===== src/hdl/acr_pkg.sv =====
// ----------------------------------------------------------------------------
// acr_pkg: shared types and constants for the box collide/resolve pipeline
// Field widths, fixed-point grid constants, register indexes and the
// per-stage advance enables passed between the pipeline modules.
// ----------------------------------------------------------------------------
package acr_pkg;

    // fixed point: Q15.8 positions, Q14.8 half extents
    localparam int FRAC_BITS = 8;

    localparam int POS_W  = 24;  // signed center
    localparam int HALF_W = 22;  // unsigned half extent
    localparam int EXT_W  = 26;  // box bounds, signed
    localparam int DIFF_W = 27;  // differences of bounds
    localparam int OV_W   = 24;  // clamped overlap, at most 2 * half
    localparam int TGT_W  = 26;  // snapped target position
    localparam int MOVE_W = 25;  // push amount
    localparam int AXIS_W = 2;
    localparam int IDX_W  = 2;   // config register index

    localparam int NUM_STAGES = 6;

    // half extent reset: 1.0
    localparam logic [HALF_W-1:0] HALF_RESET = HALF_W'(1 << FRAC_BITS);

    // grid fraction mask (all fraction bits)
    localparam logic signed [TGT_W-1:0] GRID_MASK = TGT_W'((1 << FRAC_BITS) - 1);

    // config register indexes
    localparam logic [IDX_W-1:0] REG_OWN_HALF_X = 2'd0;
    localparam logic [IDX_W-1:0] REG_OWN_HALF_Y = 2'd1;
    localparam logic [IDX_W-1:0] REG_OWN_HALF_Z = 2'd2;

    // axis codes
    localparam logic [AXIS_W-1:0] AXIS_X = 2'd0;
    localparam logic [AXIS_W-1:0] AXIS_Y = 2'd1;
    localparam logic [AXIS_W-1:0] AXIS_Z = 2'd2;

    // stage load enables, stage 1 first
    typedef struct packed {
        logic en1;
        logic en2;
        logic en3;
        logic en4;
        logic en5;
        logic en6;
    } pipe_en_t;

endpackage


===== src/hdl/aabb_collide_resolve.sv =====
// ----------------------------------------------------------------------------
// aabb_collide_resolve: box overlap test and minimum-penetration resolve
// Six register stages from input accept to result valid.
// Throughput: one item per cycle; the slowest stage is a 26/27-bit
// add or compare, and a stall holds every stage that cannot move on.
// Reset: clears all stage valid bits and sets the own half extents to 1.0.
// ----------------------------------------------------------------------------
//
// Stages
//   1  box bounds per axis (center -/+ half extent), center order flag
//   2  separation test, min of maxima and max of minima
//   3  overlap = hi - lo, clamped at zero
//   4  pick axis of smallest overlap (ties to x, then y), hit flag
//   5  snap target on the unit grid: floor(pos + ov) when own center is
//      greater than the peer center, else ceil(pos - ov)
//   6  move = target - pos, new center saturated to 24 bits
//
// Flow control: each stage loads when it is empty or the stage after it
// loads, so bubbles close up and in_ready only drops once every stage
// holds an item and the output is stalled. The snap is applied even
// when the boxes do not touch.
//
// Config: three half extent registers; the user writes them only while
// the pipe is idle, not enforced; a write past the third index is dropped.
// ----------------------------------------------------------------------------
module aabb_collide_resolve
(
    input  logic                               clk,
    input  logic                               rst_n,
    // config write port
    input  logic                               cfg_we,
    input  logic        [acr_pkg::IDX_W-1:0]   cfg_addr,
    input  logic        [acr_pkg::HALF_W-1:0]  cfg_wdata,
    // input item
    input  logic                               in_valid,
    output logic                               in_ready,
    input  logic signed [acr_pkg::POS_W-1:0]   own_x,
    input  logic signed [acr_pkg::POS_W-1:0]   own_y,
    input  logic signed [acr_pkg::POS_W-1:0]   own_z,
    input  logic signed [acr_pkg::POS_W-1:0]   peer_x,
    input  logic signed [acr_pkg::POS_W-1:0]   peer_y,
    input  logic signed [acr_pkg::POS_W-1:0]   peer_z,
    input  logic        [acr_pkg::HALF_W-1:0]  peer_half_x,
    input  logic        [acr_pkg::HALF_W-1:0]  peer_half_y,
    input  logic        [acr_pkg::HALF_W-1:0]  peer_half_z,
    // result item
    output logic                               out_valid,
    input  logic                               out_ready,
    output logic                               hit,
    output logic        [acr_pkg::AXIS_W-1:0]  push_axis,
    output logic signed [acr_pkg::MOVE_W-1:0]  push_amount,
    output logic signed [acr_pkg::POS_W-1:0]   new_x,
    output logic signed [acr_pkg::POS_W-1:0]   new_y,
    output logic signed [acr_pkg::POS_W-1:0]   new_z
);
    import acr_pkg::*;

    // config registers
    logic [HALF_W-1:0] own_half_x_reg, own_half_y_reg, own_half_z_reg;

    // stage valid bits, index 0 is stage 1
    logic [NUM_STAGES-1:0] valid_reg;
    logic [NUM_STAGES-1:0] valid_next;
    logic [NUM_STAGES:0]   stage_rdy;
    pipe_en_t              en;

    // per-axis results at stage 3
    logic [OV_W-1:0]         ov_x, ov_y, ov_z;
    logic                    sep_x, sep_y, sep_z;
    logic                    gt_x, gt_y, gt_z;
    logic signed [POS_W-1:0] p3_x, p3_y, p3_z;

    always_ff @(posedge clk or negedge rst_n)
    begin
        if (!rst_n)
        begin
            own_half_x_reg <= HALF_RESET;
            own_half_y_reg <= HALF_RESET;
            own_half_z_reg <= HALF_RESET;
        end
        else if (cfg_we)
        begin
            unique case (cfg_addr)
                REG_OWN_HALF_X: own_half_x_reg <= cfg_wdata;
                REG_OWN_HALF_Y: own_half_y_reg <= cfg_wdata;
                REG_OWN_HALF_Z: own_half_z_reg <= cfg_wdata;
                default:        ;  // unmapped index: write dropped
            endcase
        end
    end

    // a stage may load when it is empty or its item moves on
    always_comb
    begin
        stage_rdy[NUM_STAGES] = out_ready;
        for (int k = NUM_STAGES - 1; k >= 0; k--)
            stage_rdy[k] = !valid_reg[k] || stage_rdy[k+1];

        for (int k = 0; k < NUM_STAGES; k++)
        begin
            if (stage_rdy[k])
                valid_next[k] = (k == 0) ? in_valid : valid_reg[(k == 0) ? 0 : k - 1];
            else
                valid_next[k] = valid_reg[k];
        end

        en.en1 = stage_rdy[0];
        en.en2 = stage_rdy[1];
        en.en3 = stage_rdy[2];
        en.en4 = stage_rdy[3];
        en.en5 = stage_rdy[4];
        en.en6 = stage_rdy[5];
    end

    always_ff @(posedge clk or negedge rst_n)
    begin
        if (!rst_n)
            valid_reg <= '0;
        else
            valid_reg <= valid_next;
    end

    assign in_ready  = stage_rdy[0];
    assign out_valid = valid_reg[NUM_STAGES-1];

    acr_axis_ovl u_axis_x
    (
        .clk       (clk),
        .en        (en),
        .pos       (own_x),
        .peer      (peer_x),
        .own_half  (own_half_x_reg),
        .peer_half (peer_half_x),
        .ov        (ov_x),
        .sep       (sep_x),
        .gt        (gt_x),
        .pos_out   (p3_x)
    );

    acr_axis_ovl u_axis_y
    (
        .clk       (clk),
        .en        (en),
        .pos       (own_y),
        .peer      (peer_y),
        .own_half  (own_half_y_reg),
        .peer_half (peer_half_y),
        .ov        (ov_y),
        .sep       (sep_y),
        .gt        (gt_y),
        .pos_out   (p3_y)
    );

    acr_axis_ovl u_axis_z
    (
        .clk       (clk),
        .en        (en),
        .pos       (own_z),
        .peer      (peer_z),
        .own_half  (own_half_z_reg),
        .peer_half (peer_half_z),
        .ov        (ov_z),
        .sep       (sep_z),
        .gt        (gt_z),
        .pos_out   (p3_z)
    );

    acr_snap u_snap
    (
        .clk         (clk),
        .en          (en),
        .ov_x        (ov_x),
        .ov_y        (ov_y),
        .ov_z        (ov_z),
        .sep_x       (sep_x),
        .sep_y       (sep_y),
        .sep_z       (sep_z),
        .gt_x        (gt_x),
        .gt_y        (gt_y),
        .gt_z        (gt_z),
        .pos_x       (p3_x),
        .pos_y       (p3_y),
        .pos_z       (p3_z),
        .hit         (hit),
        .push_axis   (push_axis),
        .push_amount (push_amount),
        .new_x       (new_x),
        .new_y       (new_y),
        .new_z       (new_z)
    );

endmodule


===== src/hdl/acr_axis_ovl.sv =====
// ----------------------------------------------------------------------------
// acr_axis_ovl: per-axis bounds, separation test and clamped overlap
// Three register stages: bounds, min/max of bounds, overlap subtract.
// ----------------------------------------------------------------------------
module acr_axis_ovl
(
    input  logic                               clk,
    input  acr_pkg::pipe_en_t                  en,
    input  logic signed [acr_pkg::POS_W-1:0]   pos,
    input  logic signed [acr_pkg::POS_W-1:0]   peer,
    input  logic        [acr_pkg::HALF_W-1:0]  own_half,
    input  logic        [acr_pkg::HALF_W-1:0]  peer_half,
    output logic        [acr_pkg::OV_W-1:0]    ov,
    output logic                               sep,
    output logic                               gt,
    output logic signed [acr_pkg::POS_W-1:0]   pos_out
);
    import acr_pkg::*;

    logic signed [EXT_W-1:0] pos_e;
    logic signed [EXT_W-1:0] peer_e;
    logic signed [EXT_W-1:0] ha_e;
    logic signed [EXT_W-1:0] hb_e;

    // stage 1
    logic signed [EXT_W-1:0] mina_reg, maxa_reg, minb_reg, maxb_reg;
    logic                    gt1_reg;
    logic signed [POS_W-1:0] pos1_reg;
    // stage 2
    logic signed [EXT_W-1:0] hi_reg, lo_reg;
    logic                    sep2_reg, gt2_reg;
    logic signed [POS_W-1:0] pos2_reg;
    logic signed [EXT_W-1:0] hi_next, lo_next;
    logic                    sep_next;
    // stage 3
    logic signed [DIFF_W-1:0] d;
    logic        [OV_W-1:0]   ov_next;
    logic        [OV_W-1:0]   ov3_reg;
    logic                     sep3_reg, gt3_reg;
    logic signed [POS_W-1:0]  pos3_reg;

    assign pos_e  = EXT_W'(pos);
    assign peer_e = EXT_W'(peer);
    assign ha_e   = EXT_W'(own_half);
    assign hb_e   = EXT_W'(peer_half);

    always_ff @(posedge clk)
    begin
        if (en.en1)
        begin
            mina_reg <= pos_e - ha_e;
            maxa_reg <= pos_e + ha_e;
            minb_reg <= peer_e - hb_e;
            maxb_reg <= peer_e + hb_e;
            gt1_reg  <= (pos > peer);
            pos1_reg <= pos;
        end
    end

    always_comb
    begin
        sep_next = (maxa_reg < minb_reg) || (mina_reg > maxb_reg);
        hi_next  = (maxa_reg < maxb_reg) ? maxa_reg : maxb_reg;
        lo_next  = (mina_reg > minb_reg) ? mina_reg : minb_reg;
    end

    always_ff @(posedge clk)
    begin
        if (en.en2)
        begin
            hi_reg   <= hi_next;
            lo_reg   <= lo_next;
            sep2_reg <= sep_next;
            gt2_reg  <= gt1_reg;
            pos2_reg <= pos1_reg;
        end
    end

    // overlap never exceeds twice the own half extent, so it fits OV_W
    always_comb
    begin
        d       = DIFF_W'(hi_reg) - DIFF_W'(lo_reg);
        ov_next = d[DIFF_W-1] ? '0 : d[OV_W-1:0];
    end

    always_ff @(posedge clk)
    begin
        if (en.en3)
        begin
            ov3_reg  <= ov_next;
            sep3_reg <= sep2_reg;
            gt3_reg  <= gt2_reg;
            pos3_reg <= pos2_reg;
        end
    end

    assign ov      = ov3_reg;
    assign sep     = sep3_reg;
    assign gt      = gt3_reg;
    assign pos_out = pos3_reg;

endmodule


===== src/hdl/acr_snap.sv =====
// ----------------------------------------------------------------------------
// acr_snap: axis pick, grid snap and result assembly
// Three register stages: axis select, snapped target, move and new centers.
// ----------------------------------------------------------------------------
module acr_snap
(
    input  logic                               clk,
    input  acr_pkg::pipe_en_t                  en,
    input  logic        [acr_pkg::OV_W-1:0]    ov_x,
    input  logic        [acr_pkg::OV_W-1:0]    ov_y,
    input  logic        [acr_pkg::OV_W-1:0]    ov_z,
    input  logic                               sep_x,
    input  logic                               sep_y,
    input  logic                               sep_z,
    input  logic                               gt_x,
    input  logic                               gt_y,
    input  logic                               gt_z,
    input  logic signed [acr_pkg::POS_W-1:0]   pos_x,
    input  logic signed [acr_pkg::POS_W-1:0]   pos_y,
    input  logic signed [acr_pkg::POS_W-1:0]   pos_z,
    output logic                               hit,
    output logic        [acr_pkg::AXIS_W-1:0]  push_axis,
    output logic signed [acr_pkg::MOVE_W-1:0]  push_amount,
    output logic signed [acr_pkg::POS_W-1:0]   new_x,
    output logic signed [acr_pkg::POS_W-1:0]   new_y,
    output logic signed [acr_pkg::POS_W-1:0]   new_z
);
    import acr_pkg::*;

    localparam logic signed [TGT_W-1:0] POS_MAX = TGT_W'((1 << (POS_W - 1)) - 1);
    localparam logic signed [TGT_W-1:0] POS_MIN = -TGT_W'(1 << (POS_W - 1));

    // stage 4
    logic [AXIS_W-1:0]       axis_next;
    logic [OV_W-1:0]         ov_sel;
    logic signed [POS_W-1:0] pos_sel;
    logic                    gt_sel;
    logic [AXIS_W-1:0]       axis4_reg;
    logic [OV_W-1:0]         ov4_reg;
    logic signed [POS_W-1:0] psel4_reg;
    logic                    gt4_reg, hit4_reg;
    logic signed [POS_W-1:0] px4_reg, py4_reg, pz4_reg;
    // stage 5
    logic signed [TGT_W-1:0] p_e, o_e, tgt_next;
    logic signed [TGT_W-1:0] tgt5_reg;
    logic [AXIS_W-1:0]       axis5_reg;
    logic signed [POS_W-1:0] psel5_reg;
    logic                    hit5_reg;
    logic signed [POS_W-1:0] px5_reg, py5_reg, pz5_reg;
    // stage 6
    logic signed [DIFF_W-1:0] move_full;
    logic signed [POS_W-1:0]  snapped;
    logic                     hit6_reg;
    logic [AXIS_W-1:0]        axis6_reg;
    logic signed [MOVE_W-1:0] move6_reg;
    logic signed [POS_W-1:0]  nx6_reg, ny6_reg, nz6_reg;

    // smallest overlap, ties to x then y
    always_comb
    begin
        priority if (ov_x <= ov_y && ov_x <= ov_z)
        begin
            axis_next = AXIS_X;
            ov_sel    = ov_x;
            pos_sel   = pos_x;
            gt_sel    = gt_x;
        end
        else if (ov_y <= ov_z)
        begin
            axis_next = AXIS_Y;
            ov_sel    = ov_y;
            pos_sel   = pos_y;
            gt_sel    = gt_y;
        end
        else
        begin
            axis_next = AXIS_Z;
            ov_sel    = ov_z;
            pos_sel   = pos_z;
            gt_sel    = gt_z;
        end
    end

    always_ff @(posedge clk)
    begin
        if (en.en4)
        begin
            axis4_reg <= axis_next;
            ov4_reg   <= ov_sel;
            psel4_reg <= pos_sel;
            gt4_reg   <= gt_sel;
            hit4_reg  <= !(sep_x || sep_y || sep_z);
            px4_reg   <= pos_x;
            py4_reg   <= pos_y;
            pz4_reg   <= pos_z;
        end
    end

    // floor clears the fraction; ceil adds the mask first
    always_comb
    begin
        p_e = TGT_W'(psel4_reg);
        o_e = TGT_W'(ov4_reg);
        if (gt4_reg)
            tgt_next = (p_e + o_e) & ~GRID_MASK;
        else
            tgt_next = (p_e - o_e + GRID_MASK) & ~GRID_MASK;
    end

    always_ff @(posedge clk)
    begin
        if (en.en5)
        begin
            tgt5_reg  <= tgt_next;
            axis5_reg <= axis4_reg;
            psel5_reg <= psel4_reg;
            hit5_reg  <= hit4_reg;
            px5_reg   <= px4_reg;
            py5_reg   <= py4_reg;
            pz5_reg   <= pz4_reg;
        end
    end

    // the move stays within one grid unit of the overlap, so it always
    // fits MOVE_W; pos + move is then the target itself
    always_comb
    begin
        move_full = DIFF_W'(tgt5_reg) - DIFF_W'(psel5_reg);
        if (tgt5_reg > POS_MAX)
            snapped = POS_MAX[POS_W-1:0];
        else if (tgt5_reg < POS_MIN)
            snapped = POS_MIN[POS_W-1:0];
        else
            snapped = tgt5_reg[POS_W-1:0];
    end

    always_ff @(posedge clk)
    begin
        if (en.en6)
        begin
            hit6_reg  <= hit5_reg;
            axis6_reg <= axis5_reg;
            move6_reg <= move_full[MOVE_W-1:0];
            nx6_reg   <= (axis5_reg == AXIS_X) ? snapped : px5_reg;
            ny6_reg   <= (axis5_reg == AXIS_Y) ? snapped : py5_reg;
            nz6_reg   <= (axis5_reg == AXIS_Z) ? snapped : pz5_reg;
        end
    end

    assign hit         = hit6_reg;
    assign push_axis   = axis6_reg;
    assign push_amount = move6_reg;
    assign new_x       = nx6_reg;
    assign new_y       = ny6_reg;
    assign new_z       = nz6_reg;

endmodule


===== config.mk =====
export PLATFORM = sky130hd
export DESIGN_NAME = aabb_collide_resolve
export DESIGN_NICKNAME = d
export VERILOG_FILES = /design/src/hdl/acr_pkg.sv /design/src/hdl/aabb_collide_resolve.sv /design/src/hdl/acr_axis_ovl.sv /design/src/hdl/acr_snap.sv
export SDC_FILE = /design/constraint.sdc
export NUM_CORES = 2
export LEC_CHECK = 0
export BUFFER_PORTS_ARGS = -buffer_cell sky130_fd_sc_hd__buf_4
export CAP_MARGIN = 20
export CORE_ASPECT_RATIO = 1.75
export CORE_MARGIN = 8
export CORE_UTILIZATION = 30
export CTS_CLUSTER_DIAMETER = 120
export DETAILED_ROUTE_END_ITERATION = 10
export PLACE_DENSITY = 0.47
export RECOVER_POWER = 50
export SYNTH_ARGS = -nofsm -noshare
export SYNTH_HDL_FRONTEND = slang
export SYNTH_HIERARCHICAL = 1
export SYNTH_SLANG_ARGS = --single-unit

===== constraint.sdc =====
create_clock -name clk -period 20.9 [get_ports clk]
set_input_delay 2.09 -clock clk [delete_from_list [all_inputs] [get_ports clk]]
set_output_delay 2.09 -clock clk [all_outputs]
set_load 0.005 [all_outputs]

# Word level (Yosys, flattened, before mapping)
# Index checks and enable logic that the tools add are counted.
[op_classes] add_sub_neg=19 eq_ne=4 mux=19 n_lt_le_gt_ge=20 mul=0 div_mod_pow=0 reduce_logical=24 shift=0 bitwise_logic=0
[ops] op="2-to-1 mux 24 bit" count=9
[ops] op="2-to-1 mux 26 bit" count=7
[ops] op="greater-than comparator 26 bit" count=6
[ops] op="less-than comparator 26 bit" count=6
[ops] op="adder 24 x 23 -> 25 bit" count=6
[ops] op="subtractor 24 x 23 -> 25 bit" count=6
[ops] op="subtractor 26 x 26 -> 27 bit" count=3
[ops] op="greater-than comparator 24 bit" count=3
[ops] op="<= comparator 24 bit" count=3
[ops] op="adder 24 x 25 -> 26 bit" count=1
[ops] op="adder 26 x 9 -> 26 bit (second input constant)" count=1
[ops] op="greater-than comparator 26 x 24 -> 1 bit (second input constant)" count=1
[ops] op="less-than comparator 26 x 24 -> 1 bit (second input constant)" count=1
[ops] op="subtractor 24 x 25 -> 26 bit" count=1
[ops] op="subtractor 25 x 24 -> 25 bit" count=1
[ops] op="logical OR 1 bit" count=11
[ops] op="zero test 1 bit" count=7
[ops] op="AND reduction 2 bit" count=3
[ops] op="equality test 2 x 1 -> 1 bit (second input constant)" count=2
[ops] op="equality test 2 bit (second input constant)" count=2
[ops] op="zero test 2 bit" count=2
[ops] op="2-to-1 mux 1 bit" count=2
[ops] op="2-to-1 mux 2 bit" count=1
[ops] op="logical AND 1 bit" count=1
[totals] rom_bits=0 in_bits=239 word_cells=161 output_inout_bits=102 n_memories=0 ram_bits=0 latch_bits=0 reg_bits=1192

# Logic depth before layout (Yosys ltp)
[depth] ltp_word=7 mapped_depth=12

# Cells and area by module
# The synthesis kept the hierarchy.
[modules_own_cells] module="acr_axis_ovl (u_axis_y ...)" seq_area_each_um2=7477.2 n_inst=2 area_per_inst_um2=16782.3 cells_per_inst=1538
[modules_own_cells] module="acr_snap" seq_area_each_um2=10239.8 n_inst=1 area_per_inst_um2=17568.1 cells_per_inst=1349
[modules_own_cells] module="acr_axis_ovl (u_axis_x)" seq_area_each_um2=7477.2 n_inst=1 area_per_inst_um2=16993.8 cells_per_inst=1589
[modules_own_cells] module="aabb_collide_resolve" seq_area_each_um2=1805.5 n_inst=1 area_per_inst_um2=2702.6 cells_per_inst=161

# Worst setup path after synthesis
# No wires, ideal clock.
[synth_path] path_kind="input to register" start="in out_ready" end="reg u_axis_x.gt1_reg, enable pin" required_time_ns=16.519 stages=3 setup_ns=4.381 t_arrival_ns=12.563 path_slack_ns=3.957 path_cell_list="and4b_1 clkbuf_1 nand4_1"
[synth_via] elab_chain_len=6
[synth_rtl] item="start: declaration" line_no="aabb_collide_resolve.sv:48" source="input logic out_ready,"
[synth_rtl] item="logical OR 1 bit (6 in series)" line_no="aabb_collide_resolve.sv:97" source="stage_rdy[k] = !valid_reg[k] || stage_rdy[k+1];"
[synth_rtl] item="named net in_ready" line_no="aabb_collide_resolve.sv:36" source="output logic in_ready,"
[synth_rtl] item="end signal: assignment" line_no="acr_axis_ovl.sv:55" source="gt1_reg <= (pos > peer);"
[synth_rtl] item="end: declaration" line_no="acr_axis_ovl.sv:27" source="logic gt1_reg;"
# The timed path passes the listed nets, and every way through them passes these cells.
# A chain may end at the register's enable or synchronous reset.

# Worst setup path after layout
[layout_path] start="in out_ready" end="reg u_axis_z.maxa_reg[18], enable pin"
[layout_via] elab_chain_len=6
[layout_rtl] item="logical OR 1 bit (6 in series)" line_no="aabb_collide_resolve.sv:97"
[layout_rtl] item="end signal: assignment" line_no="acr_axis_ovl.sv:52" source="maxa_reg <= pos_e + ha_e;"
[layout_rtl] item="end: declaration" line_no="acr_axis_ovl.sv:26" source="logic signed [EXT_W-1:0] mina_reg, maxa_reg, minb_reg, maxb_reg;"
# No other way between the ends.

==> results.sh <==
export IMPL_portBuffers=340
export IMPL_cts_root_buffer="clkbuf_16"
export IMPL_grt_pass1_vias=50310
export IMPL_cp_max_fo=131
export IMPL_finClkSkew_ns=0.03982
export IMPL_async_reset_ff_share_pct=6.207
export IMPL_grt_usage_pct=17.75
export IMPL_crit_family="buffers and inverters"
export IMPL_min_path_cells=0
export IMPL_routabilityCongestion=0.8975
export IMPL_ys_flop_type="edfxtp_1"
export IMPL_synth_edf_count=1088
export IMPL_fillCellCount=23550
export IMPL_period_minus_slack_ns=9.693
export IMPL_clk_latency_ns=0.75
export IMPL_die_w_um=383.3
export IMPL_cpMostUsedCell="clkbuf_1"
export IMPL_nets=7628
export IMPL_worstPathCellList="clkbuf_1 > and4b_1 > nand4_1 > clkbuf_1 > buf_4"
export IMPL_required_ns=21.26
export IMPL_drt_first_pass_iters=7
export IMPL_drcViolationCount=0
export IMPL_crit_path_max_incr_delay_ns=5.60
export IMPL_clock_path_buffers=3
export IMPL_synth_top_area_share_pct=46.13
export IMPL_flow_area_growth_from_synthesis_pct=13.59
export IMPL_hold_buffers=0
export IMPL_synth_most_common_cell="edfxtp_1"
export IMPL_rsz0062_at_grt="no"
export IMPL_setup_viol=0
export IMPL_max_freq_ghz=0.1032
export IMPL_reg2reg_depth=4
export IMPL_rrSetupSlack_ns=12.26
export IMPL_vdd_ir_drop_worst_v=0.0001087
export IMPL_ios=341
export IMPL_path_clk_slew_ns=0.06
export IMPL_path_buf_inv=3
export IMPL_vias=48030
export IMPL_grt_overflow_total=0
export IMPL_ys_seq_area_share_pct=48.68
export IMPL_placed_cell_area_um2=76900
export IMPL_syn_avg_cell_area_um2=11.47
export IMPL_grt_max_degree=132
export IMPL_worst_setup_path_start_kind="input pin"
export IMPL_fp_coreArea_um2=235300
export IMPL_p_leak_uw=0.03429
export IMPL_cts_max_level=3
export IMPL_utilization_pct=34.19
export IMPL_cts_tree="yes"
export IMPL_synth_cell_type_count=99
export IMPL_syn_nets=7289
export IMPL_outcome="finished with violations"
export IMPL_drv_slew=745
export IMPL_antenna_found_initial=30
export IMPL_yosysTopAreaCell="edfxtp_1"
export IMPL_grt_pass1_wl_um=332400
export IMPL_worst_ep_arrival_time_ns=10.05
export IMPL_wire_per_inst_um=23.85
export IMPL_dieArea_um2=252500
export IMPL_ys_warnings_count=6
export IMPL_hold_path_class="flip-flop to flip-flop"
export IMPL_routed_wl_um=231700
export IMPL_syn_inst=6175
export IMPL_slew_headroom_pct=-441.6
export IMPL_fp_dieH_um=658.8
export IMPL_drtIter0Drc=2493
export IMPL_final_cell_area_um2=80450
export IMPL_fin_setup_tns_ns=0
export IMPL_synthTopCellsByArea="edfxtp_1, ha_1, mux2_2"
export IMPL_final_antenna_net_count=0
export IMPL_violations="capacitance limit, slew limit"
export IMPL_crit_type="input pin to flip-flop"
export IMPL_synth_seq_cells=1160
export IMPL_cap_violations=16
export IMPL_synth_common_cells="edfxtp_1, ha_1, inv_1, a21oi_1, nor2_1"
export IMPL_place_detailed_hpwl_um=189100
export IMPL_path_depth=5
export IMPL_finalHoldViolCount=0
export IMPL_post_cts_resized=0
export IMPL_fp_row_count=236
export IMPL_drive_above_1_share_pct=12.08
export IMPL_initial_core_util_pct=30.10
export IMPL_post_route_period_util_pct=46.38
export IMPL_crit_path_end_kind="flip-flop"
export IMPL_worstMarginPinSlew_ns=8.124
export IMPL_clock_sinks=1160
export IMPL_syn_cell_area_um2=70830
export IMPL_power_density_nw_per_um2=154.2
export IMPL_postCtsSetupBuffers=0
export IMPL_slowest_stage="clkbuf_1"
export IMPL_routed_via_density=4.944
export IMPL_cts_buffers_inserted=114
-- worst register-to-register path, delay by kind of cell, from the launching register on --
family | cells | cell delay (ns)
buffers and inverters | 2 | 7.24
AND/OR/NAND/NOR | 2 | 0.58
flip-flops | 1 | 0.39
-- power by group --
part | internal [uW] | switching (uW) | total, uW
logic | 2390 | 3440 | 5830
registers | 3710 | 632 | 4340
clock network | 1270 | 967 | 2240
-- layer usage --
layer | wire length, um | track usage, %
met1 | 83750 | 18.43
met2 | 125800 | 34.81
met3 | 8603 | 2.018
met4 | 13440 | 8.733
met5 | 100 | 0
-- final timing paths --
path / start / end
max reg2reg: valid_reg[4]$_DFFE_PN0P_ / u_axis_z/maxa_reg[18]$_DFFE_PP_
max: out_ready / u_axis_z/maxa_reg[18]$_DFFE_PP_
min in group asynchronous: rst_n / valid_reg[3]$_DFFE_PN0P_
min reg2reg: u_axis_y/pos2_reg[23]$_DFFE_PP_ / u_axis_y/pos_out[23]$_DFFE_PP_
max in group asynchronous: rst_n / own_half_z_reg[0]$_DFFE_PN0P_
min: u_axis_y/pos2_reg[23]$_DFFE_PP_ / u_axis_y/pos_out[23]$_DFFE_PP_
-- final cells by class --
class | count | area (um^2) | area share (%)
Sequential cell | 1160 | 34480 | 42.85
Inverter | 692 | 2599 | 3.230
Multi-Input combinational cell | 4173 | 33070 | 41.10
Clock inverter | 86 | 1130 | 1.404
Timing Repair Buffer | 373 | 2361 | 2.935
Tap cell | 3094 | 3871 | 4.812
Antenna cell | 8 | 20.02 | 0.02488
Clock buffer | 129 | 2929 | 3.641
-- layout by cell type (no fill, tap or decap), types with 91 or more instances in the layout --
cell type and instances:
edfxtp_1 1088, ha_1 860, inv_1 689, a21oi_1 415
nor2_1 367, mux2_2 279, o21ai_0 261, a21o_1 249
xnor2_1 249, buf_4 229, nand2_1 206, clkbuf_1 132
clkbuf_16 114, nor3_1 110, nand4_1 98, nor2b_1 95
o21bai_1 91
-- metrics by stage --
| step | hold WS [ns] | cells | power [uW] | setup slack [ns] |
|---|---|---|---|---|
| floorplan | 0.4003 | 6175 | 8096 | 3.957 |
| global placement | 0.4009 | 9489 | 10240 | 15.32 |
| detailed placement | 0.4045 | 9489 | 10270 | 15.31 |
| CTS | 0.4018 | 9704 | 12590 | 15.30 |
| global route | 0.4010 | 9710 | 13240 | 10.33 |
| finish | 0.4052 | 9715 | 12410 | 11.21 |
-- kinds of logic (layout without fill, tap and decap cells) --
kind of cell	after synthesis	count (layout)	synth area share, %
AOI/OAI and AO/OA	1422	1422	13.22
xor gates and xnor gates	332	332	4.105
adders and majority gates	875	875	15.62
buffers and inverters	842	1280	4.639
DFF	1160	1160	48.68
muxes	326	326	5.123
other	0	8	0
and+or+nand+nor	1218	1218	8.626
(Power assumes the default switching activity.)
